## config.mk

```make
export PLATFORM = sky130hd
export DESIGN_NAME = go_back_n_sender
export DESIGN_NICKNAME = d
export VERILOG_FILES = /design/src/sv/gbn_pkg.sv /design/src/sv/go_back_n_sender.sv /design/src/sv/gbn_ctrl.sv /design/src/sv/gbn_datapath.sv
export SDC_FILE = /design/constraint.sdc
export NUM_CORES = 1
export LEC_CHECK = 0
export BUFFER_PORTS_ARGS = -buffer_cell sky130_fd_sc_hd__buf_2
export CAP_MARGIN = 40
export CORE_UTILIZATION = 42
export DETAILED_ROUTE_END_ITERATION = 10
export PLACE_DENSITY = 0.57
export SYNTH_ARGS = -nofsm -noshare
export SYNTH_HDL_FRONTEND = slang
export SYNTH_SLANG_ARGS = --single-unit
```

## constraint.sdc

```tcl
create_clock -name clk -period 6.7 [get_ports clk]
set_clock_uncertainty 0.05 [all_clocks]
set_input_delay 1.675 -clock clk [delete_from_list [all_inputs] [get_ports clk]]
set_output_delay 1.675 -clock clk [all_outputs]
set_load 0.05 [all_outputs]
```

## src/sv/gbn_pkg.sv

```systemverilog
// ----------------------------------------------------------------------------
// gbn_pkg
// Shared constants, codes and controller/datapath interface types for the
// go-back-n sender.
// ----------------------------------------------------------------------------
package gbn_pkg;

  localparam int MAX_WINDOW = 16;
  localparam int SEQ_BITS   = 16;
  localparam int SLOT_BITS  = $clog2(MAX_WINDOW);
  localparam int WIN_BITS   = 5;
  localparam int TMO_BITS   = 16;

  typedef logic [SEQ_BITS-1:0] seq_t;
  typedef logic [TMO_BITS-1:0] tmo_t;

  localparam seq_t SEQ_MAX = {SEQ_BITS{1'b1}};

  // input opcodes
  localparam logic [1:0] OP_START = 2'd0;
  localparam logic [1:0] OP_ACK   = 2'd1;
  localparam logic [1:0] OP_TICK  = 2'd2;

  // configuration register indexes
  localparam logic [1:0] REG_WINDOW_SIZE   = 2'd0;
  localparam logic [1:0] REG_TOTAL_PACKETS = 2'd1;
  localparam logic [1:0] REG_TIMEOUT_TICKS = 2'd2;

  localparam logic [WIN_BITS-1:0] WINDOW_SIZE_RST   = WIN_BITS'(4);
  localparam seq_t                TOTAL_PACKETS_RST = SEQ_BITS'(15);
  localparam tmo_t                TIMEOUT_TICKS_RST = TMO_BITS'(2000);

  typedef struct packed {
    logic latch;   // capture the input word
    logic exec;    // apply ack or tick update
    logic fill;    // set up the window fill range
    logic emit;    // load one send into the output register
  } cmd_t;

  typedef struct packed {
    logic [1:0] opcode;
    logic       ack_stale;
    logic       more;       // sends remain in the current range
    logic       last_send;  // the pending send is the final one
    logic       out_free;
  } stat_t;

endpackage

```

## src/sv/go_back_n_sender.sv

```systemverilog
// ----------------------------------------------------------------------------
// go_back_n_sender
// Go-back-n ARQ sender: start, cumulative ack and tick words in, one word
// out for every data packet to be sent or resent.
// ----------------------------------------------------------------------------
// flow: an accepted input word is latched, applied in the exec state and, for a
//   start or fresh ack, turned into a fill range; the send words, up to 16, then
//   go to the output register one per cycle while the output is not stalled
//   (a tick skips the fill state); a stale ack or opcode 3 sends nothing; the
//   one-at-a-time controller takes no new input word until its sends are done
// reset: rst clears base, next, disarms all slot timers, loads window 4, total 15, timeout 2000
module go_back_n_sender (
  input  logic        clk,
  input  logic        rst,
  input  logic        s_tvalid,
  output logic        s_tready,
  input  logic [15:0] s_tdata,   // ack_seq
  input  logic [1:0]  s_tuser,   // opcode
  output logic        m_tvalid,
  input  logic        m_tready,
  output logic [15:0] m_tdata,   // send_seq
  output logic        m_tlast,
  output logic [1:0]  m_tuser,   // is_retransmit, all_acked
  input  logic        cfg_valid,
  output logic        cfg_ready,
  input  logic [1:0]  cfg_index,
  input  logic [15:0] cfg_data
);
  import gbn_pkg::*;

  cmd_t  cmd;
  stat_t stat;
  logic  is_retransmit;
  logic  all_acked;

  gbn_ctrl u_ctrl (
    .clk      (clk),
    .rst      (rst),
    .s_tvalid (s_tvalid),
    .s_tready (s_tready),
    .stat     (stat),
    .cmd      (cmd)
  );

  gbn_datapath u_datapath (
    .clk           (clk),
    .rst           (rst),
    .cfg_valid     (cfg_valid),
    .cfg_ready     (cfg_ready),
    .cfg_index     (cfg_index),
    .cfg_data      (cfg_data),
    .in_opcode     (s_tuser),
    .in_ack_seq    (s_tdata[SEQ_BITS-1:0]),
    .cmd           (cmd),
    .stat          (stat),
    .m_tvalid      (m_tvalid),
    .m_tready      (m_tready),
    .send_seq      (m_tdata),
    .is_retransmit (is_retransmit),
    .last          (m_tlast),
    .all_acked     (all_acked)
  );

  assign m_tuser = {all_acked, is_retransmit};

endmodule

```

## src/sv/gbn_ctrl.sv

```systemverilog
// ----------------------------------------------------------------------------
// gbn_ctrl
// Sequencing state machine: accepts one input word, steps the datapath
// through update, fill and send phases as its opcode needs, then returns to idle.
// ----------------------------------------------------------------------------
module gbn_ctrl (
  input  logic           clk,
  input  logic           rst,
  input  logic           s_tvalid,
  output logic           s_tready,
  input  gbn_pkg::stat_t stat,
  output gbn_pkg::cmd_t  cmd
);
  import gbn_pkg::*;

  typedef enum logic [3:0] {
    ST_IDLE = 4'b0001,
    ST_EXEC = 4'b0010,
    ST_FILL = 4'b0100,
    ST_EMIT = 4'b1000
  } state_t;

  state_t state;
  state_t state_next;

  always_ff @(posedge clk) begin
    if (rst) begin
      state <= ST_IDLE;
    end else begin
      state <= state_next;
    end
  end

  assign s_tready = (state == ST_IDLE);

  always_comb begin
    state_next = state;
    cmd        = '0;
    unique case (state)
      ST_IDLE: begin
        if (s_tvalid) begin
          cmd.latch  = 1'b1;
          state_next = ST_EXEC;
        end
      end
      ST_EXEC: begin
        cmd.exec = 1'b1;
        unique case (stat.opcode)
          OP_START: state_next = ST_FILL;
          OP_ACK:   state_next = stat.ack_stale ? ST_IDLE : ST_FILL;
          OP_TICK:  state_next = ST_EMIT;
          default:  state_next = ST_IDLE;
        endcase
      end
      ST_FILL: begin
        cmd.fill   = 1'b1;
        state_next = ST_EMIT;
      end
      ST_EMIT: begin
        if (!stat.more) begin
          state_next = ST_IDLE;
        end else if (stat.out_free) begin
          cmd.emit = 1'b1;
          if (stat.last_send) begin
            state_next = ST_IDLE;
          end
        end
      end
      default: state_next = ST_IDLE;
    endcase
  end

endmodule

```

## src/sv/gbn_datapath.sv

```systemverilog
// ----------------------------------------------------------------------------
// gbn_datapath
// Window base, next sequence, per-slot timers, configuration registers and
// the output register of the go-back-n sender.
// ----------------------------------------------------------------------------
module gbn_datapath (
  input  logic                  clk,
  input  logic                  rst,
  input  logic                  cfg_valid,
  output logic                  cfg_ready,
  input  logic [1:0]            cfg_index,
  input  logic [15:0]           cfg_data,
  input  logic [1:0]            in_opcode,
  input  gbn_pkg::seq_t         in_ack_seq,
  input  gbn_pkg::cmd_t         cmd,
  output gbn_pkg::stat_t        stat,
  output logic                  m_tvalid,
  input  logic                  m_tready,
  output gbn_pkg::seq_t         send_seq,
  output logic                  is_retransmit,
  output logic                  last,
  output logic                  all_acked
);
  import gbn_pkg::*;

  logic [WIN_BITS-1:0] window_size;
  seq_t                total_packets;
  tmo_t                timeout_ticks;

  seq_t       window_base;
  seq_t       next_to_send;
  seq_t       cur;
  seq_t       stop;
  logic       retx;
  logic [1:0] op_q;
  seq_t       ack_q;

  logic [MAX_WINDOW-1:0] slot_armed;
  tmo_t                  slot_countdown [MAX_WINDOW];

  logic [WIN_BITS-1:0]   win_eff;
  tmo_t                  tmo_eff;
  seq_t                  lim;
  logic [SEQ_BITS:0]     win_end;
  seq_t                  stop_calc;
  seq_t                  new_base;
  seq_t                  clr_top;
  seq_t                  clr_cnt;
  logic                  ack_stale;
  logic [MAX_WINDOW-1:0] clr_mask;
  logic [MAX_WINDOW-1:0] expired;
  logic                  fire;
  tmo_t                  cd_dec [MAX_WINDOW];
  logic                  out_free;
  logic [SLOT_BITS-1:0]  cur_slot;

  assign cfg_ready = 1'b1;

  always_comb begin
    if (window_size == '0) begin
      win_eff = WIN_BITS'(1);
    end else if (window_size > WIN_BITS'(MAX_WINDOW)) begin
      win_eff = WIN_BITS'(MAX_WINDOW);
    end else begin
      win_eff = window_size;
    end
  end

  assign tmo_eff   = (timeout_ticks == '0) ? TMO_BITS'(1) : timeout_ticks;
  assign lim       = (total_packets < SEQ_MAX) ? total_packets : SEQ_MAX;
  assign win_end   = {1'b0, window_base} + (SEQ_BITS + 1)'(win_eff);
  assign stop_calc = (win_end < {1'b0, lim}) ? win_end[SEQ_BITS-1:0] : lim;

  // cumulative ack: new base and the span of slots it retires
  assign ack_stale = (ack_q < window_base);
  assign new_base  = (ack_q < SEQ_MAX) ? (ack_q + SEQ_BITS'(1)) : SEQ_MAX;
  assign clr_top   = (next_to_send < new_base) ? next_to_send : new_base;
  assign clr_cnt   = clr_top - window_base;

  always_comb begin
    for (int i = 0; i < MAX_WINDOW; i++) begin
      logic [SLOT_BITS-1:0] off;
      off = SLOT_BITS'(i) - window_base[SLOT_BITS-1:0];
      clr_mask[i] = (SEQ_BITS'(off) < clr_cnt);
      expired[i]  = slot_armed[i] && (slot_countdown[i] <= TMO_BITS'(1));
      cd_dec[i]   = (slot_countdown[i] > TMO_BITS'(1)) ?
                    (slot_countdown[i] - TMO_BITS'(1)) : '0;
    end
  end

  assign fire     = |expired;
  assign out_free = !m_tvalid || m_tready;
  assign cur_slot = cur[SLOT_BITS-1:0];

  always_ff @(posedge clk) begin
    if (rst) begin
      window_size   <= WINDOW_SIZE_RST;
      total_packets <= TOTAL_PACKETS_RST;
      timeout_ticks <= TIMEOUT_TICKS_RST;
      window_base   <= '0;
      next_to_send  <= '0;
      slot_armed    <= '0;
      m_tvalid      <= 1'b0;
    end else begin
      if (cfg_valid) begin
        unique case (cfg_index)
          REG_WINDOW_SIZE:   window_size   <= cfg_data[WIN_BITS-1:0];
          REG_TOTAL_PACKETS: total_packets <= cfg_data[SEQ_BITS-1:0];
          REG_TIMEOUT_TICKS: timeout_ticks <= cfg_data[TMO_BITS-1:0];
          default: ;
        endcase
      end

      if (cmd.emit) begin
        m_tvalid <= 1'b1;
      end else if (m_tvalid && m_tready) begin
        m_tvalid <= 1'b0;
      end

      if (cmd.exec) begin
        unique case (op_q)
          OP_ACK: begin
            if (!ack_stale) begin
              slot_armed  <= slot_armed & ~clr_mask;
              window_base <= new_base;
              if (next_to_send < new_base) begin
                next_to_send <= new_base;
              end
            end
          end
          OP_TICK: begin
            if (fire) begin
              slot_armed   <= '0;
              next_to_send <= (window_base < stop_calc) ? stop_calc : window_base;
            end
          end
          default: ;
        endcase
      end

      if (cmd.fill) begin
        if (next_to_send < stop_calc) begin
          next_to_send <= stop_calc;
        end
      end

      if (cmd.emit) begin
        slot_armed[cur_slot] <= 1'b1;
      end
    end
  end

  // payload registers
  always_ff @(posedge clk) begin
    if (cmd.latch) begin
      op_q  <= in_opcode;
      ack_q <= in_ack_seq;
    end

    if (cmd.exec && op_q == OP_TICK) begin
      if (fire) begin
        cur  <= window_base;
        stop <= stop_calc;
        retx <= 1'b1;
      end else begin
        // empty range, nothing to send
        cur  <= window_base;
        stop <= window_base;
        for (int i = 0; i < MAX_WINDOW; i++) begin
          if (slot_armed[i]) begin
            slot_countdown[i] <= cd_dec[i];
          end
        end
      end
    end

    if (cmd.fill) begin
      cur  <= next_to_send;
      stop <= stop_calc;
      retx <= 1'b0;
    end

    if (cmd.emit) begin
      send_seq                 <= cur;
      is_retransmit            <= retx;
      last                     <= (cur + SEQ_BITS'(1)) == stop;
      all_acked                <= (window_base >= lim);
      cur                      <= cur + SEQ_BITS'(1);
      slot_countdown[cur_slot] <= tmo_eff;
    end
  end

  always_comb begin
    stat.opcode    = op_q;
    stat.ack_stale = ack_stale;
    stat.more      = (cur < stop);
    stat.last_send = (cur + SEQ_BITS'(1)) == stop;
    stat.out_free  = out_free;
  end

endmodule
```

; Word-level counts from Yosys, hierarchy flattened
; Memory sizes are Yosys's and may differ from the RTL's.
; Index checks and enable logic that the tools add are counted.
[word_totals]
ram_bits = 256
n_memories = 1
register_bits = 160
[op_classes]
n_bitwise = 4
magnitude_cmp = 60
addsub = 36
mux = 130
n_eq_ne = 12
reduce_logical = 36
[memory_table]
columns = name, words, word_bits, rd, rd_clocked_by_memory_dff, write_ports, line_no
row1 = u_datapath.slot_countdown, 16, 16, 16, 0, 16, gbn_datapath.sv:39  ; tmo_t slot_countdown [MAX_WINDOW];
[ops]
columns = op, count
row1 = $mux W16, 40
row2 = $gt A16 B1 Y1 const B, 16
row3 = $le A16 B1 Y1 const B, 16
row4 = $lt A4 B16 Y1, 16
row5 = $sub A16 B1 Y16 const B, 16
row6 = $lt A16 B16 Y1, 5
row7 = $mux W1, 77
row8 = $pmux W16 S2, 2
row9 = $add A16 B1 Y16 const B, 2
row10 = $lt A16 B16 Y1 const B, 2
row11 = $reduce_or A16 Y1, 2
row12 = $sub A4 B4 Y4 const A, 8
row13 = $mux W4, 5
row14 = $logic_and A1 B1 Y1, 19
row15 = $add A16 B5 Y17, 1
row16 = $lt A17 B16 Y1, 1
row17 = $and A16 B16 Y16, 1
row18 = $eq A16 B16 Y1, 1
row19 = $ge A16 B16 Y1, 1
row20 = $logic_not A16 Y1, 1
row21 = $not A16 Y16, 1
row22 = $or A16 B16 Y16, 1
row23 = $pmux W4 S4, 1
row24 = $sub A16 B16 Y16, 1
row25 = 28 further kinds, 42

; Depth between registers and ports, before layout
[depth]
word_depth = 14
depth_mapped = 32
mapped_depth_nobuf = 30

; Cells and area by module
; From an unflattened synthesis, not the netlist that was laid out.
[unflattened]
cells_unflattened = 3016
area_unflattened_um2 = 27973.1
[by_module_without_submodules]
columns = mod, cells_per_inst, seq_area_each_um2, n_inst, area_each_um2
row1 = gbn_datapath, 2989, 11501.0, 1, 27715.3
row2 = gbn_ctrl, 25, 80.1, 1, 242.7
row3 = go_back_n_sender, 2, 0.0, 1, 15.0

; Least setup slack after synthesis
; OpenSTA, ideal clock, no wires.
[synth_timing]
kind = register to register
from = register u_datapath.window_base[1]
to = register u_datapath.next_to_send[10]
arrival_time_ns = 6.143
synth_period_minus_slack_ns = 6.272
path_slack_ns = 0.428
path_stages_with_launch = 29
setup_time_ns = 0.079
cell_sequence = dfxtp_1 > ha_1 > a21o_1 > a21oi_1 > o21bai_1 > a21oi_1 > nor2_1 > xnor2_1 > ha_1 > a21o_1 > a211oi_1 > nand4_1 > a21oi_1 > o21ai_0 > nor2_1 > clkbuf_1 > buf_1 > a21oi_1 > ha_1 > a21o_1 > a21o_1 > a21oi_1 > o211ai_1 > a221o_1 > or2_2 > o31a_1 > a2bb2oi_2 > buf_6 > o221ai_2
[synth_via]
elab_chain_len = 10
[synth_lines]
columns = element, line_no
row1 = from (decl), gbn_datapath.sv:30  ; seq_t window_base;
row2 = from (signal assigned), gbn_datapath.sv:125  ; window_base <= new_base;
row3 = $add A16 B5 Y17, gbn_datapath.sv:71  ; assign win_end = {1'b0, window_base} + (SEQ_BITS + 1)'(win_eff);
row4 = $lt A17 B16 Y1, gbn_datapath.sv:72  ; assign stop_calc = (win_end < {1'b0, lim}) ? win_end[SEQ_BITS-1:0] : lim;
row5 = $mux W16, gbn_datapath.sv:72
row6 = $lt A16 B16 Y1, gbn_datapath.sv:134  ; next_to_send <= (window_base < stop_calc) ? stop_calc : window_base;
row7 = $mux W16, gbn_datapath.sv:134
row8 = $mux W16, gbn_datapath.sv:132  ; if (fire) begin
row9 = $pmux W16 S2, gbn_datapath.sv:121  ; unique case (op_q)
row10 = $mux W16, gbn_datapath.sv:120  ; if (cmd.exec) begin
row11 = $mux W16, gbn_datapath.sv:142  ; if (next_to_send < stop_calc) begin
row12 = $mux W16 (*), gbn_datapath.sv:141  ; if (cmd.fill) begin
row13 = to (signal assigned), gbn_datapath.sv:127  ; next_to_send <= new_base;
row14 = to (signal assigned), gbn_datapath.sv:134
row15 = to (signal assigned), gbn_datapath.sv:143  ; next_to_send <= stop_calc;
row16 = to (decl), gbn_datapath.sv:31  ; seq_t next_to_send;
; Every way passes the cells marked *; elsewhere a longest branch is shown, timed or not.
; A chain may end at the register's enable or synchronous reset.

; Worst setup path after layout
[layout_timing]
from = register u_datapath.ack_q[0]
to = register u_datapath.slot_armed[5]
[layout_via]
elab_chain_len = 14
[layout_lines]
columns = element, line_no
row1 = from (decl), gbn_datapath.sv:36  ; seq_t ack_q;
row2 = from (signal assigned), gbn_datapath.sv:157  ; ack_q <= in_ack_seq;
row3 = $add A16 B1 Y16 or $lt A16 B16 Y1 (tied branches), gbn_datapath.sv:76  ; assign new_base = (ack_q < SEQ_MAX) ? (ack_q + SEQ_BITS'(1)) : SEQ_MAX;
row4 = $mux W16, gbn_datapath.sv:76
row5 = $lt A16 B16 Y1, gbn_datapath.sv:77  ; assign clr_top = (next_to_send < new_base) ? next_to_send : new_base;
row6 = $mux W16, gbn_datapath.sv:77
row7 = $sub A16 B16 Y16, gbn_datapath.sv:78  ; assign clr_cnt = clr_top - window_base;
row8 = $lt A4 B16 Y1, gbn_datapath.sv:84  ; clr_mask[i] = (SEQ_BITS'(off) < clr_cnt);
row9 = $not A16 Y16, gbn_datapath.sv:124  ; slot_armed <= slot_armed & ~clr_mask;
row10 = $and A16 B16 Y16, gbn_datapath.sv:124
row11 = $mux W16 (*), gbn_datapath.sv:123  ; if (!ack_stale) begin
row12 = $pmux W16 S2 (*), gbn_datapath.sv:121
row13 = $mux W16 (*), gbn_datapath.sv:120
row14 = $mux W16 (*), gbn_datapath.sv:96  ; if (rst) begin
row15 = $or A16 B16 Y16 (no source line), n/a
row16 = $mux W16 (*), gbn_datapath.sv:147  ; if (cmd.emit) begin
row17 = to (signal assigned), gbn_datapath.sv:124
row18 = to (decl), gbn_datapath.sv:38  ; logic [MAX_WINDOW-1:0] slot_armed;
; Every way passes the cells marked *; elsewhere a longest branch is shown, timed or not. The select of a mux whose other input is x is not followed.

==> results.md <==
- Status: complete, no violations
- Pleak: around 12 nW
- Syn_nets: 3192
- Hold WS: ~0.39 ns
- Worst R2R Setup Slack: 0.31 ns
- CP bufs+invs: 3
- Fmax achieved: 0.157 GHz
- Initial antenna violation count: 4
- YS warnings: 0
- Fill cell total of the finished layout: 6367
- Worst Setup End Kind: flip-flop
- Antenna Cells: 0
- H-tree depth: 2
- Beginning of the critical path: u_datapath.ack_q[0]
- Required @ worst endpoint: 7.21 ns
- Worst-path clk slew: 0.06 ns
- Ranking of synthesized cells by area: edfxtp_1, mux2_2, ha_1
- Vias in the first global route: about 22000
- DRC: 0
- GRT Util Overall: between 20% and 30%
- Kind of critical path: reg2reg
- Largest net degree at the start of global routing: 53
- Most frequent cells in the layout: nor2_1, edfxtp_1, mux2_2, ha_1, a21oi_1
- Crit-path slowest cell: fa_1
- Clock latency on the worst-skew pair: 0.62 ns
- HP Class: reg2reg
- Top cell type's share of synthesized area: roughly a third
- Die H: 264 um
- Type of origin of the critical path: flip-flop
- Initial detailed-routing violation count: 2052
- Maxcap violations: 0
- Die area: 69700 um^2
- FF-to-FF Start: u_datapath.ack_q[0]
- Longest Clk Path Bufs: 3
- Max_slew headroom: between 30 and 40%
- Chip width: approximately 260 um
- Worst-margin pin slew: 0.931 ns
- Max layer used: met4
- Design Power: slightly above 0.006 W
- Starting Density: 42.7%
- CP Depth: 26
- Avg Cell Area, Syn: 9.77 um^2
- Crit-path max FO: 24
- DRT antenna net count: 0
- Root Buffer: clkbuf_16
- Max Slew Vio Count: 0
- GPL Wtd Cong: 0.972
- Area of the mapped netlist: 28800 um^2
- Critical path arrival: ~7 ns
- Per-cell routed wire length: around 22 um
- Final setup violation count: 0
- Drt pass-1 iters: 5
- IO Pins: 63
- Mapped Cells: slightly below 3000
- Pwr dens: 189 nW/um^2
- Unrepaired setup endpoints after global routing: true
- Cts bufs inserted: 50
- IO buf count: 61
- Cell family with most CP delay: simple AND/OR/NAND/NOR gates
- Number of enable flip-flop cells after synthesis: 325
- Capture point of the worst path: u_datapath.slot_armed[5]
- Sequential share of the synthesized area: 40.2%
- Fin nets: 3266
- Final worst path period share: 95.3%
- Final Non-Filler Cells: 3938
- FF-to-FF path depth: 26
- Worst r2r dst: u_datapath.slot_armed[5]
- Register bit total from synthesis: between 400 and 500
- Top FF cell, synth: edfxtp_1
- Peak supply drop: 171 uV
- # rows: 95
- Final Critical Period: 6.39 ns
- Most used cell along the critical path: nand4_1
- Share of async-settable or async-resettable flops after synthesis: 0%
- TritonCTS clock tree: yes
- Commonest non-fill, non-tap cell in the layout: nor2_1
- Share of layout cells above drive strength 1: 17.4%
- Core Area: 67500 um^2
- Routed WL: 87500 um
- WL met2: 38400 um
- GR Overflow Total: 0
- Area Overhead vs Synth: 12.0%
- Vias: roughly 23000
- TritonCTS Sinks: 416
- DR vias/cell: 5.90
- Leading area contributor after synthesis: edfxtp_1
- Hold Buf Count CTS: 0
- Count of cell types in the netlist: 91
- Wire length on met1: 41200 um
- DR WL met3: 5930 um
- Final HPWL from detailed placement: 60500 um
- Largest stage delay, worst path: 0.52 ns
- Hold Vio Cnt, Final: 0
- First-pass GRT wire length: 132000 um
- Placed cells: around 3800
registers in the layout (all words and copies together), names as in the netlist, 2 cells and up:
| register | count |
|---|---|
| u_datapath.window_size | 5 |
| u_datapath.send_seq | 16 |
| u_datapath.cur | 16 |
| u_datapath.window_base | 16 |
| u_datapath.ack_q | 16 |
| u_datapath.total_packets | 16 |
| u_datapath.next_to_send | 16 |
| u_datapath.slot_armed | 16 |
| u_datapath.slot_countdown | 256 |
| u_datapath.op_q | 2 |
| u_datapath.timeout_ticks | 16 |
| u_ctrl.state | 4 |
| u_datapath.stop | 16 |
what timing repair did:
| action | CTS | global route |
|---|---|---|
| endpoints found under the setup margin | 0 | 32 |
| resized for setup | 0 | 14 |
| setup buffers | 0 | 5 |
kinds of logic (layout without fill, tap and decap cells):
family | Yosys count | count (layout) | share of synthesized area [%]
fa+ha+maj | 205 | 205 | 8.94
other cells | 1 | 1 | 0.0130
mux | 263 | 263 | 10.2
xor+xnor | 229 | 229 | 6.96
flops | 416 | 416 | 40.2
buf+inv | 266 | 380 | 3.65
simple gates | 1027 | 1028 | 17.7
compound gates | 543 | 543 | 12.4
synthesized netlist by cell type (all sizes together), types with 51 or more instances:
cell type / n
a21o: 58
a21oi: 195
clkbuf: 107
dfxtp: 91
edfxtp: 325
ha: 198
inv: 128
mux2: 238
nand2: 184
nand3: 56
nand4: 57
nor2: 369
nor3: 91
nor4: 66
o21ai: 81
or3: 51
xnor2: 155
xor2: 74
metal layers:
| layer | GRT usage, % | vias to the layer above |
|---|---|---|
| met3 | 3.25 | 129 |
| li1 | - | 11000 |
| met2 | 38.0 | 767 |
| met4 | 5.94 | 0 |
| met5 | 0 | - |
| met1 | 35.6 | 11300 |
per-stage QoR:
stage               utilization, %  setup slack [ns]  instance area (um^2)  setup TNS [ns]
floorplan                        -             0.428                 28800               0
global placement              45.0             0.260                 30400               0
detailed placement            45.1             0.110                 30400               0
CTS                           47.7            0.0675                 32200               0
global route                  47.8           -0.0501                 32300          -0.162
finish                        47.8             0.312                 32300               0
worst min path at each step:
stage / from / to / slack [ns] / cells after the start
2_1_floorplan: u_datapath.retx / u_datapath.is_retransmit / 0.36 / 0
3_3_place_gp: u_datapath.retx / u_datapath.is_retransmit / 0.37 / 0
3_5_place_dp: u_datapath.retx / u_datapath.is_retransmit / 0.37 / 0
4_1_cts: u_datapath.retx / u_datapath.is_retransmit / 0.38 / 0
5_1_grt: u_datapath.retx / u_datapath.is_retransmit / 0.42 / 0
6_report: u_datapath.retx / u_datapath.is_retransmit / 0.39 / 0
report_power, final:
part / internal (W) / total (W) / switching, W
registers: 0.00277 / 0.00280 / 0.0000256
clock network: 0.00173 / 0.00291 / 0.00118
logic: 0.000141 / 0.000408 / 0.000267
total: 0.00464 / 0.00612 / 0.00148
layout make-up:
class | count | area, um^2 | share of cell area, %
multi-input cells | 2269 | 16300 | 50.5
flip-flops and latches | 416 | 11600 | 35.9
clock buffers | 62 | 1360 | 4.21
well taps | 873 | 1090 | 3.38
repair buffers | 158 | 1070 | 3.32
inverters | 129 | 484 | 1.50
clock inverters | 31 | 394 | 1.22
Note: power is estimated with default switching activity, not from simulation.
